File: config.mk
export PLATFORM = sky130hd
export DESIGN_NAME = color_key_centroid_tracker
export DESIGN_NICKNAME = d
export VERILOG_FILES = /design/src/hw/rtl/ckct_pkg.sv /design/src/hw/rtl/color_key_centroid_tracker.sv /design/src/hw/rtl/ckct_queue.sv /design/src/hw/rtl/ckct_front.sv /design/src/hw/rtl/ckct_back.sv
export SDC_FILE = /design/constraint.sdc
export NUM_CORES = 1
export LEC_CHECK = 0
export BUFFER_PORTS_ARGS = -buffer_cell sky130_fd_sc_hd__buf_2
export CAP_MARGIN = 20
export CORE_MARGIN = 2
export CORE_UTILIZATION = 55
export CTS_CLUSTER_DIAMETER = 30
export DETAILED_ROUTE_END_ITERATION = 6
export GPL_TIMING_DRIVEN = 0
export PLACE_DENSITY = 0.84
export SLEW_MARGIN = 20
export SYNTH_ARGS = -nofsm -noshare
export SYNTH_HDL_FRONTEND = slang
export SYNTH_SLANG_ARGS = --single-unit
File: constraint.sdc
create_clock -name clk -period 6.7 [get_ports clk]
set_input_delay 1.34 -clock clk [delete_from_list [all_inputs] [get_ports clk]]
set_output_delay 1.34 -clock clk [all_outputs]
set_load 0.03 [all_outputs]
File: src/hw/rtl/ckct_pkg.sv
// Shared types, constants and helpers of the color-key centroid tracker.
// No dependencies; every other file of the block but ckct_queue imports it.
package ckct_pkg;

  localparam int COORD_BITS_DEF = 11;
  localparam int COUNT_BITS     = 22;
  localparam int LEVEL_BITS     = 8;
  localparam int DIM_BITS       = 12;
  localparam int PADDR_BITS     = 5;
  localparam int PDATA_BITS     = 32;
  localparam int JOB_DEPTH      = 2;

  localparam logic [COUNT_BITS-1:0] COUNT_MAX = '1;

  localparam logic [LEVEL_BITS-1:0] RESET_REF_BLUE     = 8'd65;
  localparam logic [LEVEL_BITS-1:0] RESET_REF_GREEN    = 8'd70;
  localparam logic [LEVEL_BITS-1:0] RESET_REF_RED      = 8'd170;
  localparam logic [LEVEL_BITS-1:0] RESET_TOLERANCE    = 8'd30;
  localparam logic [DIM_BITS-1:0]   RESET_FRAME_WIDTH  = 12'd640;
  localparam logic [DIM_BITS-1:0]   RESET_FRAME_HEIGHT = 12'd480;
  // reference level of the grey marker variant
  localparam logic [LEVEL_BITS-1:0] GREY_REF_LEVEL     = 8'd150;

  typedef enum logic [2:0] {
    REG_REF_BLUE     = 3'd0,
    REG_REF_GREEN    = 3'd1,
    REG_REF_RED      = 3'd2,
    REG_TOLERANCE    = 3'd3,
    REG_FRAME_WIDTH  = 3'd4,
    REG_FRAME_HEIGHT = 3'd5
  } reg_index_t;

  typedef struct packed {
    logic [LEVEL_BITS-1:0] ref_blue;
    logic [LEVEL_BITS-1:0] ref_green;
    logic [LEVEL_BITS-1:0] ref_red;
    logic [LEVEL_BITS-1:0] tolerance;
    logic [DIM_BITS-1:0]   frame_width;
    logic [DIM_BITS-1:0]   frame_height;
  } cfg_t;

  function automatic logic chan_close(input logic [LEVEL_BITS-1:0] level,
                                      input logic [LEVEL_BITS-1:0] ref_level,
                                      input logic [LEVEL_BITS-1:0] tol);
    logic [LEVEL_BITS-1:0] diff;
    diff = (level >= ref_level) ? (level - ref_level) : (ref_level - level);
    return diff < tol;
  endfunction

endpackage

File: src/hw/rtl/color_key_centroid_tracker.sv
// Top level of the color-key centroid tracker: register port, pixel front,
// frame job queue and divider back. Depends on ckct_pkg and the ckct modules.
//
//   channel   direction  handshake              beat
//   pixel     in         push / full            pixel_x pixel_y blue green red frame_end
//   result    out        pop / empty            centroid_x centroid_y match_count empty_frame
//   config    in         psel penable pwrite    paddr pwdata -> prdata, pready tied high
//
// Pixels: one beat per cycle while full is low; the front adds each match in the cycle it arrives.
// A job leaving the queue runs the divider loop, which retires one quotient bit of
// both centroids a cycle; the result then waits until the result register is free.
// full rises while two frame jobs wait for the divider; all pixels stall then.
// Reset clears the sums, empties the job queue, idles the divider, empties the result
// register, and loads register defaults.
module color_key_centroid_tracker #(
  parameter int COORD_BITS = ckct_pkg::COORD_BITS_DEF
) (
  input  logic                            clk,
  input  logic                            rst,
  input  logic                            push,
  output logic                            full,
  input  logic [COORD_BITS-1:0]           pixel_x,
  input  logic [COORD_BITS-1:0]           pixel_y,
  input  logic [7:0]                      blue,
  input  logic [7:0]                      green,
  input  logic [7:0]                      red,
  input  logic                            frame_end,
  output logic                            empty,
  input  logic                            pop,
  output logic [COORD_BITS-1:0]           centroid_x,
  output logic [COORD_BITS-1:0]           centroid_y,
  output logic [ckct_pkg::COUNT_BITS-1:0] match_count,
  output logic                            empty_frame,
  input  logic                            psel,
  input  logic                            penable,
  input  logic                            pwrite,
  input  logic [ckct_pkg::PADDR_BITS-1:0] paddr,
  input  logic [ckct_pkg::PDATA_BITS-1:0] pwdata,
  output logic [ckct_pkg::PDATA_BITS-1:0] prdata,
  output logic                            pready
);
  import ckct_pkg::*;

  localparam int SUM_BITS = COUNT_BITS + COORD_BITS;
  localparam int JOB_BITS = COUNT_BITS + 2 * SUM_BITS;

  cfg_t                cfg;
  reg_index_t          reg_index;
  logic                cfg_write;
  logic                accept;
  logic                job_valid;
  logic [JOB_BITS-1:0] job_wr_data;
  logic [JOB_BITS-1:0] job_rd_data;
  logic                job_pop;
  logic                job_empty;

  assign pready    = 1'b1;
  assign cfg_write = psel && penable && pwrite && pready;
  assign reg_index = reg_index_t'(paddr[PADDR_BITS-1:2]);
  assign accept    = push && !full;

  always_ff @(posedge clk) begin
    if (rst) begin
      cfg.ref_blue     <= RESET_REF_BLUE;
      cfg.ref_green    <= RESET_REF_GREEN;
      cfg.ref_red      <= RESET_REF_RED;
      cfg.tolerance    <= RESET_TOLERANCE;
      cfg.frame_width  <= RESET_FRAME_WIDTH;
      cfg.frame_height <= RESET_FRAME_HEIGHT;
    end else if (cfg_write) begin
      unique case (reg_index)
        REG_REF_BLUE:     cfg.ref_blue     <= pwdata[LEVEL_BITS-1:0];
        REG_REF_GREEN:    cfg.ref_green    <= pwdata[LEVEL_BITS-1:0];
        REG_REF_RED:      cfg.ref_red      <= pwdata[LEVEL_BITS-1:0];
        REG_TOLERANCE:    cfg.tolerance    <= pwdata[LEVEL_BITS-1:0];
        REG_FRAME_WIDTH:  cfg.frame_width  <= pwdata[DIM_BITS-1:0];
        REG_FRAME_HEIGHT: cfg.frame_height <= pwdata[DIM_BITS-1:0];
        default: ;
      endcase
    end
  end

  always_comb begin
    unique case (reg_index)
      REG_REF_BLUE:     prdata = PDATA_BITS'(cfg.ref_blue);
      REG_REF_GREEN:    prdata = PDATA_BITS'(cfg.ref_green);
      REG_REF_RED:      prdata = PDATA_BITS'(cfg.ref_red);
      REG_TOLERANCE:    prdata = PDATA_BITS'(cfg.tolerance);
      REG_FRAME_WIDTH:  prdata = PDATA_BITS'(cfg.frame_width);
      REG_FRAME_HEIGHT: prdata = PDATA_BITS'(cfg.frame_height);
      default:          prdata = '0;
    endcase
  end

  ckct_front #(
    .COORD_BITS (COORD_BITS),
    .SUM_BITS   (SUM_BITS),
    .JOB_BITS   (JOB_BITS)
  ) u_front (
    .clk       (clk),
    .rst       (rst),
    .cfg       (cfg),
    .accept    (accept),
    .pixel_x   (pixel_x),
    .pixel_y   (pixel_y),
    .blue      (blue),
    .green     (green),
    .red       (red),
    .frame_end (frame_end),
    .job_valid (job_valid),
    .job_data  (job_wr_data)
  );

  ckct_queue #(
    .WIDTH (JOB_BITS),
    .DEPTH (JOB_DEPTH)
  ) u_jobs (
    .clk     (clk),
    .rst     (rst),
    .wr_en   (job_valid),
    .wr_data (job_wr_data),
    .rd_en   (job_pop),
    .rd_data (job_rd_data),
    .full    (full),
    .empty   (job_empty)
  );

  ckct_back #(
    .COORD_BITS (COORD_BITS),
    .SUM_BITS   (SUM_BITS),
    .JOB_BITS   (JOB_BITS)
  ) u_back (
    .clk         (clk),
    .rst         (rst),
    .job_empty   (job_empty),
    .job_data    (job_rd_data),
    .job_pop     (job_pop),
    .pop         (pop),
    .empty       (empty),
    .centroid_x  (centroid_x),
    .centroid_y  (centroid_y),
    .match_count (match_count),
    .empty_frame (empty_frame)
  );

endmodule

File: src/hw/rtl/ckct_queue.sv
// Small register queue that parts the pixel front from the divider back.
// Depends on nothing but its parameters.
module ckct_queue #(
  parameter int WIDTH = 8,
  parameter int DEPTH = 2
) (
  input  logic             clk,
  input  logic             rst,
  input  logic             wr_en,
  input  logic [WIDTH-1:0] wr_data,
  input  logic             rd_en,
  output logic [WIDTH-1:0] rd_data,
  output logic             full,
  output logic             empty
);
  localparam int PTR_BITS = (DEPTH > 1) ? $clog2(DEPTH) : 1;
  localparam int CNT_BITS = $clog2(DEPTH + 1);

  logic [WIDTH-1:0]    mem [DEPTH];
  logic [PTR_BITS-1:0] wr_ptr;
  logic [PTR_BITS-1:0] rd_ptr;
  logic [CNT_BITS-1:0] used;
  logic                do_wr;
  logic                do_rd;

  assign full    = (used == CNT_BITS'(DEPTH));
  assign empty   = (used == '0);
  assign do_wr   = wr_en && !full;
  assign do_rd   = rd_en && !empty;
  assign rd_data = mem[rd_ptr];

  always_ff @(posedge clk) begin
    if (do_wr) begin
      mem[wr_ptr] <= wr_data;
    end
  end

  always_ff @(posedge clk) begin
    if (rst) begin
      wr_ptr <= '0;
      rd_ptr <= '0;
      used   <= '0;
    end else begin
      if (do_wr) begin
        wr_ptr <= (wr_ptr == PTR_BITS'(DEPTH - 1)) ? '0 : wr_ptr + PTR_BITS'(1);
      end
      if (do_rd) begin
        rd_ptr <= (rd_ptr == PTR_BITS'(DEPTH - 1)) ? '0 : rd_ptr + PTR_BITS'(1);
      end
      if (do_wr && !do_rd) begin
        used <= used + CNT_BITS'(1);
      end else if (do_rd && !do_wr) begin
        used <= used - CNT_BITS'(1);
      end
    end
  end

endmodule

File: src/hw/rtl/ckct_front.sv
// Pixel front: classify each beat and accumulate column, row and count.
// Depends on ckct_pkg; emits one frame job per frame end.
module ckct_front #(
  parameter int COORD_BITS = ckct_pkg::COORD_BITS_DEF,
  parameter int SUM_BITS   = ckct_pkg::COUNT_BITS + COORD_BITS,
  parameter int JOB_BITS   = ckct_pkg::COUNT_BITS + 2 * SUM_BITS
) (
  input  logic                  clk,
  input  logic                  rst,
  input  ckct_pkg::cfg_t        cfg,
  input  logic                  accept,
  input  logic [COORD_BITS-1:0] pixel_x,
  input  logic [COORD_BITS-1:0] pixel_y,
  input  logic [7:0]            blue,
  input  logic [7:0]            green,
  input  logic [7:0]            red,
  input  logic                  frame_end,
  output logic                  job_valid,
  output logic [JOB_BITS-1:0]   job_data
);
  import ckct_pkg::*;

  localparam int CMP_BITS = ((COORD_BITS > DIM_BITS) ? COORD_BITS : DIM_BITS) + 1;

  logic [SUM_BITS-1:0]   sum_x;
  logic [SUM_BITS-1:0]   sum_y;
  logic [COUNT_BITS-1:0] count;
  logic [SUM_BITS-1:0]   sum_x_next;
  logic [SUM_BITS-1:0]   sum_y_next;
  logic [COUNT_BITS-1:0] count_next;
  logic                  interior;
  logic                  hit;

  always_comb begin
    interior = (pixel_x != '0) && (pixel_y != '0) &&
               ((CMP_BITS'(pixel_x) + CMP_BITS'(1)) < CMP_BITS'(cfg.frame_width)) &&
               ((CMP_BITS'(pixel_y) + CMP_BITS'(1)) < CMP_BITS'(cfg.frame_height));
    hit = interior && (count != COUNT_MAX) &&
          chan_close(blue, cfg.ref_blue, cfg.tolerance) &&
          chan_close(green, cfg.ref_green, cfg.tolerance) &&
          chan_close(red, cfg.ref_red, cfg.tolerance);
    sum_x_next = hit ? sum_x + SUM_BITS'(pixel_x) : sum_x;
    sum_y_next = hit ? sum_y + SUM_BITS'(pixel_y) : sum_y;
    count_next = hit ? count + COUNT_BITS'(1) : count;
  end

  assign job_valid = accept && frame_end;
  assign job_data  = {count_next, sum_y_next, sum_x_next};

  always_ff @(posedge clk) begin
    if (rst) begin
      sum_x <= '0;
      sum_y <= '0;
      count <= '0;
    end else if (accept) begin
      if (frame_end) begin
        sum_x <= '0;
        sum_y <= '0;
        count <= '0;
      end else begin
        sum_x <= sum_x_next;
        sum_y <= sum_y_next;
        count <= count_next;
      end
    end
  end

endmodule

File: src/hw/rtl/ckct_back.sv
// Divider back: restoring division of both sums by the count, one
// quotient bit per cycle, into a result register. Depends on ckct_pkg.
module ckct_back #(
  parameter int COORD_BITS = ckct_pkg::COORD_BITS_DEF,
  parameter int SUM_BITS   = ckct_pkg::COUNT_BITS + COORD_BITS,
  parameter int JOB_BITS   = ckct_pkg::COUNT_BITS + 2 * SUM_BITS
) (
  input  logic                            clk,
  input  logic                            rst,
  input  logic                            job_empty,
  input  logic [JOB_BITS-1:0]             job_data,
  output logic                            job_pop,
  input  logic                            pop,
  output logic                            empty,
  output logic [COORD_BITS-1:0]           centroid_x,
  output logic [COORD_BITS-1:0]           centroid_y,
  output logic [ckct_pkg::COUNT_BITS-1:0] match_count,
  output logic                            empty_frame
);
  import ckct_pkg::*;

  localparam int STEP_BITS = $clog2(COORD_BITS);

  typedef enum logic [2:0] {
    ST_IDLE = 3'b001,
    ST_DIV  = 3'b010,
    ST_DONE = 3'b100
  } back_state_t;

  back_state_t           state;
  logic [SUM_BITS-1:0]   rem_x;
  logic [SUM_BITS-1:0]   rem_y;
  logic [SUM_BITS-1:0]   divisor;
  logic [COUNT_BITS-1:0] count;
  logic [COORD_BITS-1:0] quo_x;
  logic [COORD_BITS-1:0] quo_y;
  logic [STEP_BITS-1:0]  step;
  logic                  out_valid;
  logic                  ge_x;
  logic                  ge_y;
  logic                  load_out;

  assign ge_x     = (rem_x >= divisor);
  assign ge_y     = (rem_y >= divisor);
  assign job_pop  = (state == ST_IDLE) && !job_empty;
  assign load_out = (state == ST_DONE) && (!out_valid || pop);
  assign empty    = !out_valid;

  always_ff @(posedge clk) begin
    if (rst) begin
      state <= ST_IDLE;
      step  <= '0;
    end else begin
      unique case (state)
        ST_IDLE: begin
          if (!job_empty) begin
            state <= ST_DIV;
            step  <= STEP_BITS'(COORD_BITS - 1);
          end
        end
        ST_DIV: begin
          if (step == '0) begin
            state <= ST_DONE;
          end else begin
            step <= step - STEP_BITS'(1);
          end
        end
        ST_DONE: begin
          if (load_out) begin
            state <= ST_IDLE;
          end
        end
        default: state <= ST_IDLE;
      endcase
    end
  end

  always_ff @(posedge clk) begin
    if (job_pop) begin
      rem_x   <= job_data[SUM_BITS-1:0];
      rem_y   <= job_data[2*SUM_BITS-1:SUM_BITS];
      count   <= job_data[JOB_BITS-1:2*SUM_BITS];
      divisor <= SUM_BITS'(job_data[JOB_BITS-1:2*SUM_BITS]) << (COORD_BITS - 1);
    end else if (state == ST_DIV) begin
      rem_x   <= ge_x ? rem_x - divisor : rem_x;
      rem_y   <= ge_y ? rem_y - divisor : rem_y;
      quo_x   <= {quo_x[COORD_BITS-2:0], ge_x};
      quo_y   <= {quo_y[COORD_BITS-2:0], ge_y};
      divisor <= divisor >> 1;
    end
  end

  always_ff @(posedge clk) begin
    if (rst) begin
      out_valid <= 1'b0;
    end else if (load_out) begin
      out_valid <= 1'b1;
    end else if (pop) begin
      out_valid <= 1'b0;
    end
  end

  always_ff @(posedge clk) begin
    if (load_out) begin
      empty_frame <= (count == '0);
      match_count <= count;
      centroid_x  <= (count == '0) ? '0 : quo_x;
      centroid_y  <= (count == '0) ? '0 : quo_y;
    end
  end

endmodule

After elaboration in Yosys (flattened, before gate mapping)
Memories as Yosys holds them, arrays and structs flattened. A register that Yosys moved wholly into a read port is not among the register bits.
Cells that the tools add are included.
- memories kept: 1
- input bits: 91
- memory bits (writable): 176
- register bits after elaboration: 343
- memory list (name ; words ; width ; rd ports ; clocked after Yosys merged registers in ; wr ports ; RTL line ; RTL):
    u_jobs.mem ; 2 ; 88 ; 1 ; 1 ; 1 ; ckct_queue.sv:19 ; logic [WIDTH-1:0] mem [DEPTH];
- $add $sub $neg: 18
- equality and inequality tests: 14
- reductions and logical operators: 46
- bitwise logic cells: 1
- muxes and demuxes: 35
- order comparisons: 10
- operators with widths (operator ; number):
    2-to-1 mux 33 bit ; 10
    one-hot mux 12 bit (6 select lines) ; 1
    adder 33 x 11 -> 33 bit ; 2
    >= comparator 33 x 32 -> 1 bit ; 2
    subtractor 33 x 32 -> 33 bit ; 2
    2-to-1 mux 32 bit ; 2
    subtractor 8 bit ; 6
    2-to-1 mux 22 bit ; 2
    less-than comparator 13 x 12 -> 1 bit ; 2
    adder 11 x 1 -> 12 bit, second input constant ; 2
    >= comparator 8 bit ; 3
    less-than comparator 8 bit ; 3
    2-to-1 mux 8 bit ; 3
    adder 22 x 1 -> 22 bit, second input constant ; 1
    zero test 22 bit ; 1
    != test 22 bit, second input constant ; 1
    nonzero test 11 bit ; 2
    AND reduction 2 bit ; 9
    logical AND 1 bit ; 17
    nonzero test 2 bit ; 6
    == test 3 x 2 -> 1 bit, second input constant ; 3
    == test 3 bit, second input constant ; 3
    2-to-1 mux 3 bit ; 3
    one-hot mux 3 bit (3 select lines) ; 1
    19 further kinds ; 37

Longest topological paths before layout
- depth after elaboration: 10
- gate-level depth with buffers: 26
- gate-level depth less buffers: 23

Hierarchy
From an unflattened synthesis, not the netlist that was laid out.
- cell total of the unflattened synthesis: 2958
- area, all modules: 30240.3 um^2
- modules (own cells, without submodules) (module ; instances ; cells an instance ; area each (um^2)):
    ckct_back ; 1 ; 1090 ; 11162.0
    ckct_front ; 1 ; 1239 ; 9556.7
    ckct_queue ; 1 ; 299 ; 6643.9
    color_key_centroid_tracker ; 1 ; 330 ; 2877.8

Worst setup path before layout
No wires, ideal clock.
- path type: input to register
- start point: in green[0]
- end point: reg u_front.sum_x[28]
- arrival: 6.104 ns
- stages on the path: 24
- path slack: 0.526 ns
- required time: 6.630 ns
- cells stage by stage: inv_1 ha_1 inv_1 fa_1 a21o_1 a2111oi_0 o21ai_1 mux2i_1 o211ai_1 o211ai_1 a21boi_0 o21bai_1 o21ai_0 ha_1 and4_1 a211oi_1 o2111a_1 nand4b_1 buf_2 nor4_2 buf_4 nand2_2 or4_1 a21oi_1
- word-level cells in the longest chain between the ends: 7
- RTL lines (what ; RTL line ; RTL):
    start: declaration ; color_key_centroid_tracker.sv:25 ; input logic [7:0] green,
    subtractor 8 bit or >= comparator 8 bit (tied branches) ; ckct_pkg.sv:46 ; diff = (level >= ref_level) ? (level - ref_level) : (ref_level - level);
    2-to-1 mux 8 bit (*) ; ckct_pkg.sv:46 ;
    less-than comparator 8 bit (*) ; ckct_pkg.sv:47 ; return diff < tol;
    logical AND 1 bit (*) ; ckct_front.sv:39 ; chan_close(blue, cfg.ref_blue, cfg.tolerance) &&
    logical AND 1 bit (*) ; ckct_front.sv:40 ; chan_close(green, cfg.ref_green, cfg.tolerance) &&
    2-to-1 mux 33 bit (*) ; ckct_front.sv:42 ; sum_x_next = hit ? sum_x + SUM_BITS'(pixel_x) : sum_x;
    2-to-1 mux 33 bit (*) ; ckct_front.sv:56 ; if (frame_end) begin
    end signal: assignment ; ckct_front.sv:61 ; sum_x <= sum_x_next;
    end: declaration ; ckct_front.sv:25 ; logic [SUM_BITS-1:0] sum_x;
Mark *: on every way between the ends. The rest lies on a longest branch, timed or not.
A chain may end at the register's enable or synchronous reset.

Worst setup path in the final report
- start point: in blue[3]
- end point: reg u_front.sum_y[27]
- word-level cells in the longest chain between the ends: 8
- RTL lines (what ; RTL line ; RTL):
    start: declaration ; color_key_centroid_tracker.sv:24 ; input logic [7:0] blue,
    subtractor 8 bit or >= comparator 8 bit (tied branches) ; ckct_pkg.sv:46 ;
    2-to-1 mux 8 bit (*) ; ckct_pkg.sv:46 ;
    less-than comparator 8 bit (*) ; ckct_pkg.sv:47 ;
    logical AND 1 bit (*) ; ckct_front.sv:38 ; hit = interior && (count != COUNT_MAX) &&
    logical AND 1 bit (*) ; ckct_front.sv:39 ;
    logical AND 1 bit (*) ; ckct_front.sv:40 ;
    2-to-1 mux 33 bit (*) ; ckct_front.sv:43 ; sum_y_next = hit ? sum_y + SUM_BITS'(pixel_y) : sum_y;
    2-to-1 mux 33 bit (*) ; ckct_front.sv:56 ;
    end signal: assignment ; ckct_front.sv:62 ; sum_y <= sum_y_next;
    end: declaration ; ckct_front.sv:26 ; logic [SUM_BITS-1:0] sum_y;
Marks and branches as above.

==> metrics.txt <==
TritonCTS Buffers 91; Detail Route Antenna Nets 0; FF+latch count, synth between 500 and 600; fraction of layout cells with a size suffix above 1 0.134; Die W between 200 and 250 microns; Warnings, synthesis 0; first-pass GRT wire length around 130,000 microns; status complete, but fails checks; Util after Layout 0.652; Slowest cell on crit path mux2_2; CTS root buf clkbuf_16; Nets 3,383; mapped cell area 29,000 sq um; initial antenna violation count 4; Worst-Skew Late Latency 0.66 ns; row cnt 84; DR DRC count 19; Post-Route WL 86,200 microns; Hold Fails Final Rpt 0; most used cell along the critical path buf_2; Arr. time, crit path roughly 7.0 ns; Crit. End Element register; CTS Hold Buffers Added 0; Tmin final 6.47 ns; most frequent cell after synthesis edfxtp_1; io pins 171; Mapped Cells 2,852; Leak 13.2 nW; Final setup violation count 0; Area Overhead vs Synth 17.5%; Clock Path Buffers 3; main area contributors after synthesis edfxtp_1 (37%), dfxtp_1 (12%), ha_1 (7.8%); Clock Skews between 0.03 and 0.04 ns; HP Class register to register; fmax 155 MHz; core area ~52,000 sq um; failing checks design-rule violations; synth cell count leaders edfxtp_1 (353), nand2_1 (253), a21oi_1 (213); Non-Filler Instances between 3,000 and 4,000; worst hold path startpoint u_back.quo_x[8]; chip height 234 microns; CTS tree yes; max-cap violation count 0; routed len/inst 22.3 microns; DP Wirelength 61,200 microns; vias in the first global route between 20,000 and 25,000; EDFF count, synth approximately 350; Slew Viols, Final 0; main flop type after synthesis edfxtp_1; die area around 55,000 sq um; CP startpoint blue[3]; worst hold slack 0.439 ns; crit path launch type input port; DR vias 24,300; clock-pin slew on the worst setup and hold paths about 0.05 ns; cell family with most CP delay compound AO/OA/AOI/OAI gates; Tot GR Track Use 0.312; PortBufs about 130; Placed Cells 3,695; post-synth top area share 0.365; CP Max Fanout 10; leading area contributor after synthesis edfxtp_1; Worst Tran Pin Value slightly above 1 ns; critical path class input port to register; Seq/Total Area, Yosys 0.480; drt via density 6.29; CTS sink cnt 520; GP Congestion 1.02; syn avg cell area between 10 and 15 sq um; library cells used by synthesis 81; Worst EP required 7.20 ns; Critical path buffers and inverters 6; Starting DRT DRC Count 3,173; worst r2r src cfg[51]; H-tree Lvls 3; Setup TNS 0 ns; Pwr per Cell Area 437 nW/um^2; Initial Util 0.555; crit share post-route 0.965; largest net degree at the start of global routing 52; # Post-CTS Setup Buffers 0; CP peak stage delay 0.43 ns; Post-DP Area 30,800 sq um; drt pass-1 iters 7; fin area 34,100 sq um; asr flop ratio synth 0; peak supply drop roughly 0.0003 V; max_slew headroom 0.293; grt total ovfl 0
where the power goes:
part	internal [W]	switching (W)	leakage (nW)	total [W]
registers	0.00425	0.000175	4.67	0.00442
logic	0.00200	0.00373	6.99	0.00573
clock network	0.00297	0.00180	1.55	0.00478
total	0.00922	0.00571	13.2	0.0149
area by class of cell:
| type | instances | area [sq um] |
|---|---|---|
| Tap cell | 688 | 861 |
| Multi-Input combinational cell | 2028 | 14000 |
| Buffer | 152 | 689 |
| Clock buffer | 106 | 2420 |
| Fill cell | 3871 | 18200 |
| Clock inverter | 65 | 766 |
| Inverter | 171 | 642 |
| Timing Repair Buffer | 136 | 812 |
| Antenna cell | 4 | 10.0 |
| Sequential cell | 520 | 13900 |
layer usage:
metal,wire [microns],vias to the layer above,GRT usage
met5,0,-,0
met4,4570,0,0.156
met3,10100,366,0.0726
met2,39100,1703,0.500
met1,32500,11300,0.398
li1,-,11000,-
placed cells by master, fill, tap and decap left out, types with 35 or more instances in the layout:
cell type	instances
nand3_1	88
edfxtp_1	353
nor2b_1	53
ha_1	182
inv_1	169
nand4_1	35
o21ai_0	163
nand2_1	253
clkbuf_1	106
xor2_1	48
buf_2	135
mux2i_1	79
a31oi_1	45
a21oi_1	213
clkbuf_16	93
dfxtp_1	167
mux2_2	49
nor2_1	159
a21o_1	54
o211ai_1	40
xnor2_1	112
logic make-up after synthesis:
group,share of synthesized area
simple gates,0.135
fa+ha+maj,0.0853
flops,0.480
mux,0.0485
buf+inv,0.0455
other cells,0.000259
xor+xnor,0.0492
compound gates,0.156
timing repair:
action | 4_1_cts | 5_1_grt
gates resized for setup | 8 | 13
gates cloned | 0 | 0
pin swaps | 0 | 1
endpoints found under the hold margin | 0 | 0
setup endpoints to repair | 66 | 225
path summary, 6_finish.rpt:
kind | to | slack [ns] | cells past startpoint
hold reg to reg | u_back.quo_x[9] | 0.44 | 0
hold / removal | u_back.quo_x[9] | 0.44 | 0
setup reg to reg | u_front.sum_y[27] | 0.64 | 23
setup / recovery | u_front.sum_y[27] | 0.23 | 25
sequential cells by signal, indices dropped and copies added (netlist names), 4 cells and up, named ones only:
signal and cells:
cfg 56, u_back.centroid_x 11, u_back.centroid_y 11, u_back.count 22, u_back.divisor 32, u_back.match_count 22
u_back.quo_x 11, u_back.quo_y 11, u_back.rem_x 33, u_back.rem_y 33, u_back.step 4, u_front.count 22
u_front.sum_x 33, u_front.sum_y 33, u_jobs.mem 176
metrics by stage:
stage / setup slack [ns] / power [W]
2_1_floorplan: 0.526 / 0.00831
3_3_place_gp: -1.35 / 0.00970
3_5_place_dp: -1.03 / 0.00986
5_1_grt: -0.0266 / 0.0155
4_1_cts: 0.0783 / 0.0147
6_report: 0.233 / 0.0149
Power figures use the tool's default switching activity.
